===== config.mk =====
export PLATFORM = sky130hd
export DESIGN_NAME = sic_bank
export DESIGN_NICKNAME = d
export VERILOG_FILES = /design/src/hdl/sic_pkg.sv /design/src/hdl/sic_bank.sv
export SDC_FILE = /design/constraint.sdc
export NUM_CORES = 1
export LEC_CHECK = 0
export BUFFER_PORTS_ARGS = -buffer_cell sky130_fd_sc_hd__buf_2
export CAP_MARGIN = 10
export CELL_PAD_IN_SITES_DETAIL_PLACEMENT = 0
export CELL_PAD_IN_SITES_GLOBAL_PLACEMENT = 1
export CORE_MARGIN = 3
export CORE_UTILIZATION = 41
export CTS_CLUSTER_SIZE = 8
export DETAILED_ROUTE_END_ITERATION = 12
export GPL_TIMING_DRIVEN = 0
export PLACE_DENSITY_LB_ADDON = 0.2
export SYNTH_ARGS = -nofsm -noshare
export SYNTH_HDL_FRONTEND = slang
export SYNTH_SLANG_ARGS = --single-unit
export TNS_END_PERCENT = 20

===== constraint.sdc =====
create_clock -name clk -period 2.42 [get_ports clk]
set_input_delay 0.121 -clock clk [delete_from_list [all_inputs] [get_ports clk]]
set_output_delay 0.121 -clock clk [all_outputs]
set_load 0.05 [all_outputs]

===== src/hdl/sic_pkg.sv =====
// Shared types, constants and a helper function of the secondary interrupt controller.
`timescale 1ns / 1ps

package sic_pkg;

  localparam int NUM_BANKS_DEF      = 2;
  localparam int LINES_PER_BANK_DEF = 32;
  localparam int OUT_BANKS          = 2;
  localparam int DATA_W             = 32;
  localparam int LEVEL_W            = OUT_BANKS * DATA_W;
  localparam int IDX_W              = 6;
  localparam logic [IDX_W-1:0] NONE_PENDING = IDX_W'(32);

  typedef enum logic [1:0] {
    MODE_NONE  = 2'd0,
    MODE_READ  = 2'd1,
    MODE_WRITE = 2'd2
  } sic_mode_t;

  typedef enum logic [2:0] {
    REG_ENABLE   = 3'd0,
    REG_EN_CLR   = 3'd1,
    REG_EN_SET   = 3'd2,
    REG_TYPE     = 3'd3,
    REG_POLARITY = 3'd4,
    REG_STATUS   = 3'd5,
    REG_CLEAR    = 3'd6,
    REG_UNUSED   = 3'd7
  } sic_reg_t;

  typedef struct packed {
    logic              rd;
    logic              wr;
    sic_reg_t          sel;
    logic [DATA_W-1:0] wdata;
  } sic_access_t;

  typedef struct packed {
    logic [DATA_W-1:0] rdata;
    logic              req;
    logic [IDX_W-1:0]  lowest;
  } sic_bank_res_t;

  // Index of the lowest set bit, or NONE_PENDING when no bit is set.
  function automatic logic [IDX_W-1:0] lowest_index(input logic [DATA_W-1:0] v);
    logic [DATA_W-1:0] onehot;
    logic [IDX_W-1:0]  idx;
    onehot = v & (~v + DATA_W'(1));
    idx    = '0;
    for (int k = 0; k < DATA_W; k++) begin
      if (onehot[k]) begin
        idx = idx | IDX_W'(k);
      end
    end
    if (v == '0) begin
      idx = NONE_PENDING;
    end
    return idx;
  endfunction

endpackage


===== src/hdl/sic_bank.sv =====
// One bank of interrupt lines: registers, edge and level sampling, pending priority.
`timescale 1ns / 1ps

module sic_bank
  import sic_pkg::*;
#(
  parameter int LINES = LINES_PER_BANK_DEF
) (
  input  logic              clk,
  input  logic              rst_n,
  input  logic              adv,
  input  sic_access_t       acc,
  input  logic [LINES-1:0]  raw,
  output sic_bank_res_t     res
);

  logic [LINES-1:0] enable_r, edge_mode_r, active_low_r, latch_r, prev_r;
  logic [LINES-1:0] enable_nxt, edge_mode_nxt, active_low_nxt, latch_nxt, prev_nxt;
  logic [LINES-1:0] wd, latch_acc, act, pend_now, pend_nxt;

  assign wd       = acc.wdata[LINES-1:0];
  assign pend_now = ((prev_r & ~edge_mode_r) | (latch_r & edge_mode_r)) & enable_r;

  always_comb begin
    enable_nxt     = enable_r;
    edge_mode_nxt  = edge_mode_r;
    active_low_nxt = active_low_r;
    latch_acc      = latch_r;
    if (acc.wr) begin
      unique case (acc.sel)
        REG_EN_CLR:   enable_nxt     = enable_r & ~wd;
        REG_EN_SET:   enable_nxt     = enable_r | wd;
        REG_TYPE:     edge_mode_nxt  = wd;
        REG_POLARITY: active_low_nxt = wd;
        REG_CLEAR:    latch_acc      = latch_r & ~wd;
        default:      ;
      endcase
    end
    // The access takes effect before this item's levels are sampled.
    act       = raw ^ active_low_nxt;
    latch_nxt = (latch_acc | (act & ~prev_r)) & edge_mode_nxt;
    prev_nxt  = act;
    pend_nxt  = ((prev_nxt & ~edge_mode_nxt) | (latch_nxt & edge_mode_nxt)) & enable_nxt;
  end

  always_comb begin
    res.rdata = '0;
    if (acc.rd) begin
      unique case (acc.sel)
        REG_ENABLE:   res.rdata = DATA_W'(enable_r);
        REG_TYPE:     res.rdata = DATA_W'(edge_mode_r);
        REG_POLARITY: res.rdata = DATA_W'(active_low_r);
        REG_STATUS:   res.rdata = DATA_W'(pend_now);
        default:      res.rdata = '0;
      endcase
    end
    res.req    = |pend_nxt;
    res.lowest = lowest_index(DATA_W'(pend_nxt));
  end

  always_ff @(posedge clk) begin
    if (!rst_n) begin
      enable_r     <= '0;
      edge_mode_r  <= '0;
      active_low_r <= '0;
      latch_r      <= '0;
      prev_r       <= '0;
    end else if (adv) begin
      enable_r     <= enable_nxt;
      edge_mode_r  <= edge_mode_nxt;
      active_low_r <= active_low_nxt;
      latch_r      <= latch_nxt;
      prev_r       <= prev_nxt;
    end
  end

endmodule


==> Yosys cells after proc, flatten, opt, wreduce, memory -nomap -nowiden <==
Cells that the tools add are included.
{ "totals": {"reg_bits": 160, "in_bits": 72, "output_inout_bits": 39, "elab_cells": 94} }
{ "classes": {"reduce_logical": 3, "n_mux": 57, "bitwise": 21, "eq_ne": 7, "addsub": 1} }
{ "ops": {"columns": ["op", "n"], "rows": [
  ["32-bit 2-to-1 mux", 23],
  ["32-bit bitwise AND", 11],
  ["32-bit inverter", 5],
  ["32-bit bitwise OR", 4],
  ["32-bit one-hot mux with 4 select lines", 1],
  ["5-bit 2-to-1 mux", 16],
  ["32-bit one-hot mux with 2 select lines", 1],
  ["32-bit by 1-bit adder with 32-bit output (second input constant)", 1],
  ["32-bit logical NOT", 1],
  ["4-bit 2-to-1 mux", 8],
  ["32-bit OR reduction", 1],
  ["32-bit XOR", 1],
  ["3-bit 2-to-1 mux", 4],
  ["3-bit equality test (second input constant)", 3],
  ["3-bit by 2-bit equality test with 1-bit output (second input constant)", 2],
  ["6-bit 2-to-1 mux", 1],
  ["2-bit 2-to-1 mux", 2],
  ["3-bit by 1-bit equality test with 1-bit output (second input constant)", 1],
  ["3-bit logical NOT", 1],
  ["2-bit by 1-bit inequality test with 1-bit output (second input constant)", 1],
  ["1-bit 2-to-1 mux", 1]
]} }

==> Depth between registers and ports, before layout <==
{ "logic_depth": {"word_depth": 46, "mapped_depth": 14, "ltp_nobuf": 8} }

==> Worst setup path after synthesis <==
No wires, ideal clock.
{ "synth_timing": {"kind": "input-to-output", "startpoint": "input port acc[32] (netlist name)", "endpoint": "output port res[4] (netlist name)", "path_slack_ns": -1.073, "t_required_ns": 2.299, "arrival_ns": 3.372, "cell_stages": 11, "path_buffers": 3, "path_cell_list": "buf_4 nor4bb_4 buf_6 buf_2 mux2i_1 a21oi_1 o21ai_1 nand4_1 nor4_4 nand2_1 o31ai_1"} }
{ "synth_lines": {"columns": ["element", "line_no", "text"], "rows": [
  ["from (decl)", "sic_bank.sv:12", "input sic_access_t acc,"],
  ["to (decl)", "sic_bank.sv:14", "output sic_bank_res_t res"]
]} }

==> impl_metrics.csv <==
group,metric,value,unit
run_status,status,"finished, violations left",
run_status,violations,"setup timing",
sta,period_share,1.29,
place,port_buffers,101,
logic_synthesis,synth_top_area_frac,0.290,
sta,relSlewSlack,0.271,
place,post-place-ws,-1260,ps
final_layout,final_layout_size_suffix_gt1_frac,0.218,
sta,fmax,0.321,GHz
power_and_ir_drop,p_leak,5.48,nW
power_and_ir_drop,max-vdd-ir-drop,411,uV
clock_tree,clk_latency,440,ps
critical_path,cp_slowest_cell,"mux2i_2",
routing,wl,46000,um
clock_tree,cts.reportedPaths.clkPinSlew,70,ps
critical_path,arrival,2990,ps
die,die_x,170,um
job,cap_violations,0,
clock_tree,cts_num_sinks,160,
logic_synthesis,synthArstFlopShare,0,
logic_synthesis,yosys.area.top_type,"dfxtp_1",
critical_path,critPathRequiredTime,2300,ps
routing,wl_met3,4580,um
final_layout,fill_cells,2551,
sta,clock_skew,6.49,ps
die,dieArea,29000,um2
logic_synthesis,synth_ff_type,"dfxtp_1",
final_layout,final_util,0.530,
sta,grt_setup_unrepaired,"true",
routing,drt-met1-wl,19600,um
hold_path,hold_path.class,"in2reg",
clock_tree,cts_tree,"built",
routing,vias_per_cell,6.06,
sta,post-route-min-period,3110,ps
logic_synthesis,synth_edf_count,0,
routing,topRoutingLayerUsed,"met4",
final_layout,fin_area,13900,um2
logic_synthesis,synth_commonest_cells,"o21ai_0, nand2_1, dfxtp_1, mux2i_1, nor2b_1",
die,coreArea,26300,um2
place,place_congestion,0.915,
final_layout,num-nets-final,1665,
power_and_ir_drop,power.density,540,nW/um2
logic_synthesis,avgSynthCellArea,7.88,um2
critical_path,cp_max_fo,6,
global_routing,grt_max_degree,17,
sta,slew_viol_final,0,
logic_synthesis,synth_area_leaders,"dfxtp_1, mux2i_1, o21ai_0, nand2_1, nor2b_1",
logic_synthesis,netlist_area,11000,um2
logic_synthesis,ys_ff_latch,160,
final_layout,area_growth,26.0,%
logic_synthesis,ys_warn_count,0,
sta,worstMarginPinSlew,1090,ps
critical_path,cp_common_cell,"buf_6",
clock_tree,htree_levels,4,
logic_synthesis,yosysSeqAreaShare,0.290,
die,num_io_pins,111,
logic_synthesis,synth.net_count,1475,
routing,vias,11800,
place,post_dp_cell_area,12100,um2
logic_synthesis,synthCells,1403,
critical_path,crit_path_end_kind,"primary output",
critical_path,critical_path.cell_chain,"buf_8 -> buf_6 -> nor4bb_4 -> buf_6 -> buf_8 -> mux2i_2 -> o22ai_2 -> a22oi_4 -> nand4_4 -> nor4_4 -> buf_6 -> nand3_4 -> o211ai_1 -> buf_4",
routing,route.detailed.drc,0,
die,rows,59,
global_routing,antenna_found_initial,0,
routing,drt-initial-drc-count,1599,
global_routing,grt_pass1_wl,67200,um
routing,routed-wl-met2,20100,um
global_routing,grt_pass1_vias,10900,
clock_tree,cts_root_buffer,"clkbuf_16",
clock_tree,numCtsBuffers,17,
logic_synthesis,ys_types,71,
logic_synthesis,yosysMostFrequentCell,"o21ai_0",
clock_tree,ctsLongestPathBuffers,2,
global_routing,overflow,0,
global_routing,grtUsageTotal,0.310,
critical_path,crit_type,"in2out",
routing,antenna_left,0,
place,dp_hpwl,30400,um
sta,setup_viol,12,
critical_path,max_stage_delay,320,ps
critical_path,startpoint_type,"primary input",
sta,hold_violations,0,
die,die_h,170,um
die,initial_core_util,0.420,
sta,fin_ws,-693,ps
routing,route.detailed.wl_per_inst,23.7,um
routing,drt-pass1-iter-count,8,
==> repair_timing <==
item / CTS / global route
gates resized for setup: 172 / 15
endpoints found under the hold margin: 17 / 0
hold buffers: 14 / 0
endpoints found under the setup margin: 39 / 39
cloned: 1 / 0
setup buffers: 50 / 7
pin swaps: 38 / 8
==> cell type report <==
cell class / count / area [um2] / share of cell area
sequential: 160 / 3210 / 0.230
inverter: 41 / 154 / 0.0111
timing repair buffer: 173 / 1210 / 0.0871
buffer: 99 / 642 / 0.0461
multi-input combinational: 1101 / 7690 / 0.552
antenna: 1 / 2.50 / 0.000180
clock inverter: 12 / 158 / 0.0113
clock buffer: 19 / 443 / 0.0318
tap: 335 / 419 / 0.0301
==> cell usage in the layout (no fill, tap or decap), types with 7 or more instances in the layout <==
cell and n:
and3_1 14, inv_1 41, buf_12 9, mux2i_4 13, nor2_1 74, nand3_1 24
o21ai_1 14, a21oi_1 61, nand4_1 9, o211a_1 30, o21ai_2 18, buf_2 93
clkbuf_1 51, mux2i_1 88, o21ai_0 167, buf_6 15, xor2_1 38, nand2_1 172
and2_1 12, clkbuf_2 10, dlygate4sd3_1 14, dfxtp_1 155, buf_1 7, o21a_1 23
a21boi_0 68, clkbuf_16 17, mux2_2 23, a222oi_1 32, buf_4 59, mux2i_2 12
a22oi_1 12, nor2b_1 100
==> state kept, by name, indices dropped and copies added, names as in the netlist <==
name,count
latch_r,32
active_low_r,32
edge_mode_r,32
prev_r,32
enable_r,32
==> metal layers <==
metal  GRT usage  vias to the layer above
li1            -                     5441
met1       0.415                     5581
met2       0.483                      637
met3      0.0790                      112
met4       0.116                        0
met5           0                        -
==> where the power goes <==
group          leakage, nW  internal (W)  total [W]  switching, W
clock network        0.286       0.00165    0.00290       0.00125
logic                 3.89      0.000723    0.00179       0.00107
registers             1.30       0.00272    0.00282      0.000100
==> per-stage QoR <==
| stage | hold WS [ps] | total power (W) | TNS (ps) | cells |
|---|---|---|---|---|
| 2_1_floorplan | 266 | 0.00377 | -2960 | 1403 |
| 3_3_place_gp | 436 | 0.00426 | -47760 | 1839 |
| 3_5_place_dp | 443 | 0.00428 | -49660 | 1839 |
| 4_1_cts | 0.401 | 0.00745 | -3450 | 1933 |
| 5_1_grt | 16.7 | 0.00773 | -5450 | 1940 |
| 6_report | 6.12 | 0.00752 | -4520 | 1941 |
==> worst max-delay path, delay by kind of cell <==
| kind | cells | cell delay (ps) |
|---|---|---|
| AOI/OAI and AO/OA | 3 | 760 |
| buffers and inverters | 6 | 1050 |
| muxes | 1 | 320 |
| and+or+nand+nor | 4 | 740 |
==> logic make-up (layout without fill, tap and decap cells) <==
family          after synthesis  after routing  share of synthesized area
simple gates                441            441                      0.200
xor+xnor                     43             43                     0.0341
mux                         138            138                      0.132
flops                       160            160                      0.290
compound gates              479            479                      0.287
other cells                   0              1                          0
buf+inv                     142            344                     0.0572
==> path summary, 6_finish.rpt <==
| kind | startpoint | end | slack [ps] | depth (start not counted) |
|---|---|---|---|---|
| worst max-delay path | acc[33] | res[2] | -690 | 14 |
| worst min register to register | latch_r[23] | latch_r[23] | 480 | 2 |
| worst min-delay path | acc[19] | active_low_r[19] | 6 | 3 |
| worst max register to register | active_low_r[1] | latch_r[1] | 840 | 7 |
No activity file was read; power rests on OpenSTA's default activity.
